File: src/rtl/hbm_pkg.sv
// Heartbeat monitor package: field widths, time modulus, reset values and
// the wrapped elapsed-time helper. No dependencies.
`timescale 1ns / 1ps

package hbm_pkg;

    localparam int TIME_W   = 8;
    localparam int IDX_W    = 3;
    localparam int TIME_MOD = 240;

    localparam logic [TIME_W-1:0] TIMEOUT_RST = 8'd2;
    localparam logic [TIME_W-1:0] TIME_LAST   = 8'(TIME_MOD - 1);

    localparam logic REQ_TICK  = 1'b0;
    localparam logic REQ_HBEAT = 1'b1;

    // (now - stamp) mod 240, both operands below 240
    function automatic logic [TIME_W-1:0] elapsed(
        input logic [TIME_W-1:0] now,
        input logic [TIME_W-1:0] stamp
    );
        logic [TIME_W:0] diff;
        diff = {1'b0, now} - {1'b0, stamp};
        if (diff[TIME_W]) begin
            diff = diff + (TIME_W + 1)'(TIME_MOD);
        end
        return diff[TIME_W-1:0];
    endfunction

endpackage

File: src/rtl/hbm_req_if.sv
// Request channel: tick or heartbeat beat with valid/ready.
// Depends on hbm_pkg.
`timescale 1ns / 1ps

interface hbm_req_if;
    logic                       valid;
    logic                       ready;
    logic                       req_type;
    logic [hbm_pkg::IDX_W-1:0]  device_index;

    modport source (output valid, req_type, device_index, input ready);
    modport sink   (input valid, req_type, device_index, output ready);
endinterface

File: src/rtl/hbm_res_if.sv
// Result channel: failure report beat with valid/ready.
// Depends on hbm_pkg.
`timescale 1ns / 1ps

interface hbm_res_if;
    logic                        valid;
    logic                        ready;
    logic                        fail_found;
    logic [hbm_pkg::IDX_W-1:0]   fail_index;
    logic [hbm_pkg::TIME_W-1:0]  current_time;

    modport source (output valid, fail_found, fail_index, current_time, input ready);
    modport sink   (input valid, fail_found, fail_index, current_time, output ready);
endinterface

File: src/rtl/device_heartbeat_timeout_monitor.sv
// Heartbeat timeout monitor top level. Depends on hbm_pkg, hbm_req_if,
// hbm_res_if and hbm_stamp_ram.
// Each accepted beat starts a scan that reads one stamp a cycle and stops early at
// the first loss. A new beat is taken only once the previous scan's result has moved
// to the output register, so beats are handled one at a time.
// Synchronous active-low reset: time 0, timeout 2, all stamps read as 0.
`timescale 1ns / 1ps

module device_heartbeat_timeout_monitor #(
    parameter int NUM_DEVICES = 5
) (
    input  logic                        i_clk,
    input  logic                        i_rst_n,
    hbm_req_if.sink                     i_req,
    hbm_res_if.source                   o_res,
    input  logic                        i_cfg_we,
    input  logic [hbm_pkg::TIME_W-1:0]  i_cfg_wdata
);

    localparam int ADDR_W = (NUM_DEVICES > 1) ? $clog2(NUM_DEVICES) : 1;
    localparam int CNT_W  = $clog2(NUM_DEVICES + 1);
    localparam logic [ADDR_W-1:0] LAST_DEV = ADDR_W'(NUM_DEVICES - 1);

    typedef enum logic [2:0] {
        S_IDLE = 3'b001,
        S_SCAN = 3'b010,
        S_HOLD = 3'b100
    } t_state;

    t_state                      r_state, n_state;
    logic [hbm_pkg::TIME_W-1:0]  r_timeout;
    logic [hbm_pkg::TIME_W-1:0]  r_now;
    logic [CNT_W-1:0]            r_issue;
    logic                        r_chk_v;
    logic [ADDR_W-1:0]           r_chk_idx;
    logic                        r_res_found;
    logic [hbm_pkg::IDX_W-1:0]   r_res_idx;
    logic                        r_out_valid;
    logic                        r_out_found;
    logic [hbm_pkg::IDX_W-1:0]   r_out_idx;
    logic [hbm_pkg::TIME_W-1:0]  r_out_time;

    logic                        in_beat;
    logic                        hb_we;
    logic                        rd_en;
    logic [hbm_pkg::TIME_W-1:0]  rd_stamp;
    logic                        over;
    logic                        scan_done;
    logic                        out_free;

    assign in_beat  = i_req.valid && i_req.ready;
    assign hb_we    = in_beat && (i_req.req_type == hbm_pkg::REQ_HBEAT)
                      && (32'(i_req.device_index) < NUM_DEVICES);
    assign rd_en    = (r_state == S_SCAN) && (32'(r_issue) < NUM_DEVICES);
    assign over     = hbm_pkg::elapsed(r_now, rd_stamp) > r_timeout;
    assign scan_done = (r_state == S_SCAN) && r_chk_v && (over || r_chk_idx == LAST_DEV);
    assign out_free = !r_out_valid || o_res.ready;

    hbm_stamp_ram #(
        .DEPTH  (NUM_DEVICES),
        .ADDR_W (ADDR_W)
    ) u_ram (
        .i_clk   (i_clk),
        .i_rst_n (i_rst_n),
        .i_we    (hb_we),
        .i_waddr (ADDR_W'(i_req.device_index)),
        .i_wdata (r_now),
        .i_re    (rd_en),
        .i_raddr (r_issue[ADDR_W-1:0]),
        .o_rdata (rd_stamp)
    );

    always_comb begin
        n_state = r_state;
        unique case (r_state)
            S_IDLE: begin
                if (in_beat) n_state = S_SCAN;
            end
            S_SCAN: begin
                if (scan_done) n_state = S_HOLD;
            end
            S_HOLD: begin
                if (out_free) n_state = S_IDLE;
            end
            default: n_state = S_IDLE;
        endcase
    end

    assign i_req.ready = (r_state == S_IDLE);

    always_ff @(posedge i_clk) begin
        if (!i_rst_n) begin
            r_state     <= S_IDLE;
            r_timeout   <= hbm_pkg::TIMEOUT_RST;
            r_now       <= '0;
            r_issue     <= '0;
            r_chk_v     <= 1'b0;
            r_out_valid <= 1'b0;
        end else begin
            r_state <= n_state;
            if (i_cfg_we) begin
                r_timeout <= i_cfg_wdata;
            end
            if (in_beat && i_req.req_type == hbm_pkg::REQ_TICK) begin
                r_now <= (r_now == hbm_pkg::TIME_LAST) ? '0 : r_now + 1'b1;
            end
            if (r_state == S_SCAN && !scan_done) begin
                r_chk_v <= rd_en;
                if (rd_en) r_issue <= r_issue + 1'b1;
            end else begin
                r_chk_v <= 1'b0;
                r_issue <= '0;
            end
            if (r_state == S_HOLD && out_free) begin
                r_out_valid <= 1'b1;
            end else if (o_res.ready) begin
                r_out_valid <= 1'b0;
            end
        end
    end

    always_ff @(posedge i_clk) begin
        if (rd_en) begin
            r_chk_idx <= r_issue[ADDR_W-1:0];
        end
        if (scan_done) begin
            r_res_found <= over;
            r_res_idx   <= over ? hbm_pkg::IDX_W'(r_chk_idx) : '0;
        end
        if (r_state == S_HOLD && out_free) begin
            r_out_found <= r_res_found;
            r_out_idx   <= r_res_idx;
            r_out_time  <= r_now;
        end
    end

    assign o_res.valid        = r_out_valid;
    assign o_res.fail_found   = r_out_found;
    assign o_res.fail_index   = r_out_idx;
    assign o_res.current_time = r_out_time;

endmodule

File: src/rtl/hbm_stamp_ram.sv
// Last-seen stamp store: one write port, one registered read port.
// Per-entry valid bits make unwritten entries read as zero. Depends on hbm_pkg.
`timescale 1ns / 1ps

module hbm_stamp_ram #(
    parameter int DEPTH  = 5,
    parameter int ADDR_W = 3
) (
    input  logic                        i_clk,
    input  logic                        i_rst_n,
    input  logic                        i_we,
    input  logic [ADDR_W-1:0]           i_waddr,
    input  logic [hbm_pkg::TIME_W-1:0]  i_wdata,
    input  logic                        i_re,
    input  logic [ADDR_W-1:0]           i_raddr,
    output logic [hbm_pkg::TIME_W-1:0]  o_rdata
);

    logic [hbm_pkg::TIME_W-1:0] r_mem [DEPTH];
    logic [DEPTH-1:0]           r_vld;
    logic [hbm_pkg::TIME_W-1:0] r_rdata;
    logic                       r_rvld;

    always_ff @(posedge i_clk) begin
        if (i_we) begin
            r_mem[i_waddr] <= i_wdata;
        end
        if (i_re) begin
            r_rdata <= r_mem[i_raddr];
        end
    end

    always_ff @(posedge i_clk) begin
        if (!i_rst_n) begin
            r_vld  <= '0;
            r_rvld <= 1'b0;
        end else begin
            if (i_we) begin
                r_vld[i_waddr] <= 1'b1;
            end
            if (i_re) begin
                r_rvld <= r_vld[i_raddr];
            end
        end
    end

    assign o_rdata = r_rvld ? r_rdata : '0;

endmodule

File: src/flat_wrapper.sv
// flat-port wrapper written by rule: the top's interface ports become plain ports
module device_heartbeat_timeout_monitor_flat 
#(
    parameter int NUM_DEVICES = 5
)
  (i_clk, i_rst_n, i_cfg_we, i_cfg_wdata, i_req_valid, i_req_req_type, i_req_device_index, i_req_ready, o_res_valid, o_res_fail_found, o_res_fail_index, o_res_current_time, o_res_ready);
  hbm_req_if i_req_i ();
  hbm_res_if o_res_i ();
  input  logic i_clk;
  input  logic i_rst_n;
  input  logic i_cfg_we;
  input  logic [hbm_pkg::TIME_W-1:0] i_cfg_wdata;
  input wire logic [$bits(i_req_i.valid)-1:0] i_req_valid;
  input wire logic [$bits(i_req_i.req_type)-1:0] i_req_req_type;
  input wire logic [$bits(i_req_i.device_index)-1:0] i_req_device_index;
  output wire logic [$bits(i_req_i.ready)-1:0] i_req_ready;
  output wire logic [$bits(o_res_i.valid)-1:0] o_res_valid;
  output wire logic [$bits(o_res_i.fail_found)-1:0] o_res_fail_found;
  output wire logic [$bits(o_res_i.fail_index)-1:0] o_res_fail_index;
  output wire logic [$bits(o_res_i.current_time)-1:0] o_res_current_time;
  input wire logic [$bits(o_res_i.ready)-1:0] o_res_ready;
  assign i_req_i.valid = i_req_valid;
  assign i_req_i.req_type = i_req_req_type;
  assign i_req_i.device_index = i_req_device_index;
  assign i_req_ready = i_req_i.ready;
  assign o_res_valid = o_res_i.valid;
  assign o_res_fail_found = o_res_i.fail_found;
  assign o_res_fail_index = o_res_i.fail_index;
  assign o_res_current_time = o_res_i.current_time;
  assign o_res_i.ready = o_res_ready;
  device_heartbeat_timeout_monitor #(.NUM_DEVICES(NUM_DEVICES)) u_core (.i_clk(i_clk), .i_rst_n(i_rst_n), .i_req(i_req_i), .o_res(o_res_i), .i_cfg_we(i_cfg_we), .i_cfg_wdata(i_cfg_wdata));
endmodule
File: config.mk
export PLATFORM = sky130hd
export DESIGN_NAME = device_heartbeat_timeout_monitor_flat
export DESIGN_NICKNAME = d
export VERILOG_FILES = /design/src/rtl/hbm_pkg.sv /design/src/rtl/hbm_req_if.sv /design/src/rtl/hbm_res_if.sv /design/src/rtl/device_heartbeat_timeout_monitor.sv /design/src/rtl/hbm_stamp_ram.sv /design/src/flat_wrapper.sv
export SDC_FILE = /design/constraint.sdc
export NUM_CORES = 1
export LEC_CHECK = 0
export BUFFER_PORTS_ARGS = -buffer_cell sky130_fd_sc_hd__buf_4
export CAP_MARGIN = 20
export CORE_MARGIN = 5
export CORE_UTILIZATION = 56
export CTS_BUF_LIST = sky130_fd_sc_hd__clkbuf_8
export CTS_CLUSTER_DIAMETER = 80
export DETAILED_ROUTE_END_ITERATION = 7
export PLACE_DENSITY_LB_ADDON = 0.05
export SYNTH_ARGS = -nofsm -noshare
export SYNTH_HDL_FRONTEND = slang
export SYNTH_SLANG_ARGS = --single-unit
export TNS_END_PERCENT = 50
File: constraint.sdc
create_clock -name i_clk -period 3.5 [get_ports i_clk]
set_input_delay 0.35 -clock i_clk [delete_from_list [all_inputs] [get_ports i_clk]]
set_output_delay 0.35 -clock i_clk [all_outputs]
set_load 0.01 [all_outputs]
==> metrics.txt <==
Yosys warnings 0; LEAKAGE between 1.5 and 2 nW; sequential share of the synthesized area between 60% and 70%; largest area contributor in the netlist edfxtp_1; EDFF count, synth 67; DR pass1 iterations 4; Slew @ Worst Pin between 1 and 1.5 ns; drt drc 0; combinational power share between 10% and 20%; Routed WL per cell roughly 17 um; grt total ovfl 0; row count 31; Synth Instances ~320; Yosys cell types 48; max frequency about 0.29 GHz; Internal 1.707 mW; highest-count cells in the layout ignoring fill and taps 67 x edfxtp_1, 46 x buf_4, 34 x nor2_1, 29 x dfxtp_1, 16 x nand2_1; largest family of logic cells by synthesized area simple AND/OR/NAND/NOR gates; I/O pin total 31; Worst Skew about 0.014 ns; Die ar. between 9000 and 10000 um^2; #FFs+latches synth 97; Clock Path Buffers 2; setup violators final 0; Initial Utilization 57.94%; XOR/XNOR share of the synthesized area ~3.3%; CP max FO 4; Setup crit start u_core.u_ram.r_rvld; global-route wire length before repair between 10000 and 15000 um; Hold Path Class input port to register; Worst-Skew Late Latency roughly 0.37 ns; ys async rst share 0%; kind of critical path register to register; final period utilization 97.68%; cts hold-fix bufs 0; Die X about 97 um; final net count between 400 and 500; adder-cell share of the synthesized area under 10%; Num CTS Buffers 9; CTS tree built; total routed wirelength around 8000 um; top_reg_cell synth edfxtp_1; Reg2Reg Launch Point u_core.u_ram.r_rvld; Area Overhead vs Synth 18.69%; RSZ-0062 raised after global routing true; Routed Antenna Nets 0; hpwl dp ~5500 um; Mean Syn Cell Area between 10 and 15 um^2; Chip Height just under 100 um; max_cap viols 0; Power Density around 460 nW/um^2; mux share of post-synthesis cell area a little under a tenth; diode count 0; startpoint types register; Clock power frac between 30 and 40%; VDD IR-drop max ~0.36 mV; Worst slew margin between 30% and 40%; Synth area leaders edfxtp_1 48%, dfxtp_1 14%, ha_1 5.6%; fin crit period about 3.4 ns; clock sinks 97; critical path capture point type register; Reg power frac 54.7%; commonest non-fill, non-tap cell in the layout edfxtp_1; via/cell ratio about 5.6; clock transition at the registers of the reported paths around 0.090 ns; post-synth net total 353; placed inst area between 4000 and 5000 um^2; gpl congestion roughly 0.82; total power roughly 2.3 mW; min-delay src i_cfg_wdata[1]; number of port buffers 30; outcome finished, final reports clean; GRT Util Overall 18.10%; Psw just under 0.6 mW; CTS root buf clkbuf_8; htree depth 3; final design utilization between 60% and 70%; hold slack slightly above 0.2 ns; synthesized area ~4200 um^2; DR iter-0 viols 186; vias 2617; initial antenna violation count 0; final-report hold violation count 0; CP arrival 3.51 ns; core area between 7000 and 8000 um^2; Post-Route Setup TNS 0 ns; share of the synthesized area in the top cell type between 40% and 50%; Final Cell Area approximately 5000 um^2; post-synthesis simple-gate area fraction between 10% and 20%; number of global-route vias before repair 2621; Final Slew Violations 0; Synth Area in Compound Gates around 5.7%; maximum number of pins on one net before global-route repair 19; fraction of final layout cells sized beyond drive strength 1 between 20 and 30%; sw frac approximately 26%; Worst Path Required between 3 and 4 ns
==> cell type report <==
type,count,area (um^2)
Fill cell,525,2277
Sequential cell,97,2614
Tap cell,99,123.9
Multi-Input combinational cell,194,1650
Inverter,17,63.81
Timing Repair Buffer,47,356.6
Clock inverter,7,82.58
Clock buffer,9,123.9
==> final timing paths <==
path / to / slack [ns] / depth (start not counted)
worst min-delay path: u_core.r_timeout[1] / 0.21 / 3
worst max-delay path: u_core.r_res_idx[1] / 0.08 / 16
worst max register to register: u_core.r_res_idx[1] / 0.08 / 16
worst min register to register: u_core.o_res.fail_index[1] / 0.43 / 0
==> what timing repair did <==
item,4_1_cts,5_1_grt
resized for setup,4,24
setup endpoints to repair,12,14
buffers inserted,0,5
pin swaps,1,15
==> power groups by stage <==
| stage | Clock, mW | Sequential, mW | Combinational (mW) |
|---|---|---|---|
| after floorplan | 0 | 1.28 | 0.165 |
| after global placement | 0 | 1.28 | 0.226 |
| after detailed placement | 0 | 1.28 | 0.233 |
| after CTS | 0.778 | 1.25 | 0.244 |
| after global routing | 0.826 | 1.26 | 0.308 |
| final | 0.764 | 1.25 | 0.274 |
==> cells in the mapped netlist, types with 2 or more instances <==
cell and number:
a21o_1 3, a21oi_1 10, a31oi_1 3, and2_1 6, buf_2 3, clkbuf_1 4
dfxtp_1 30, edfxtp_1 67, ha_1 19, inv_1 15, mux2_2 8, mux2i_1 11
mux4_2 9, nand2_1 19, nand2b_1 4, nand3_1 2, nand4_1 6, nand4b_1 2
nor2_1 34, nor2b_1 4, nor3_1 6, nor3b_1 3, o211ai_1 2, o21a_1 2
o21ai_0 7, xnor2_1 8, xor2_1 8
==> worst max-delay path: stages (launching register included) <==
cell and delay [ns]:
dfxtp_2 0.36, and2_4 0.15, ha_4 0.12, inv_2 0.03, fa_2 0.36, a21o_1 0.22
nand4_1 0.11, nand2_2 0.10, a31oi_4 0.27, nand4_1 0.14, xnor2_1 0.16, ha_1 0.32
nand4_1 0.15, a21oi_2 0.16, o22ai_2 0.12, a21boi_2 0.18, and2_4 0.18
==> metrics by stage <==
step | worst slack, ns | cells
finish | 0.08124 | 470
global route | -0.08001 | 470
CTS | 0.03448 | 465
detailed placement | -0.1507 | 449
global placement | -0.01013 | 449
floorplan | 0.08568 | 316
==> sequential cells by signal, indices dropped and copies added (netlist names) <==
signal                     cells
u_core.u_ram.r_mem            40
u_core.o_res.current_time      8
u_core.r_now                   8
u_core.r_timeout               8
u_core.u_ram.r_rdata           8
u_core.u_ram.r_vld             5
u_core.o_res.fail_index        3
u_core.r_chk_idx               3
u_core.r_issue                 3
u_core.r_res_idx               3
u_core.r_state                 3
u_core.o_res.fail_found        1
u_core.o_res.valid             1
u_core.r_chk_v                 1
u_core.r_res_found             1
u_core.u_ram.r_rvld            1
==> kinds of logic (layout without fill, tap and decap cells) <==
logic type,Yosys count,in the layout
simple gates,93,93
mux,28,28
buf+inv,25,80
flops,97,97
compound gates,37,37
fa+ha+maj,20,20
xor+xnor,16,16
==> layer usage <==
metal,global-route usage (%),part of all wire (%)
met3,4.820,4.6
met2,29.35,48
met5,0,0
met1,22.96,45
met4,7.667,2.2
No activity file was read; power rests on OpenSTA's default activity.
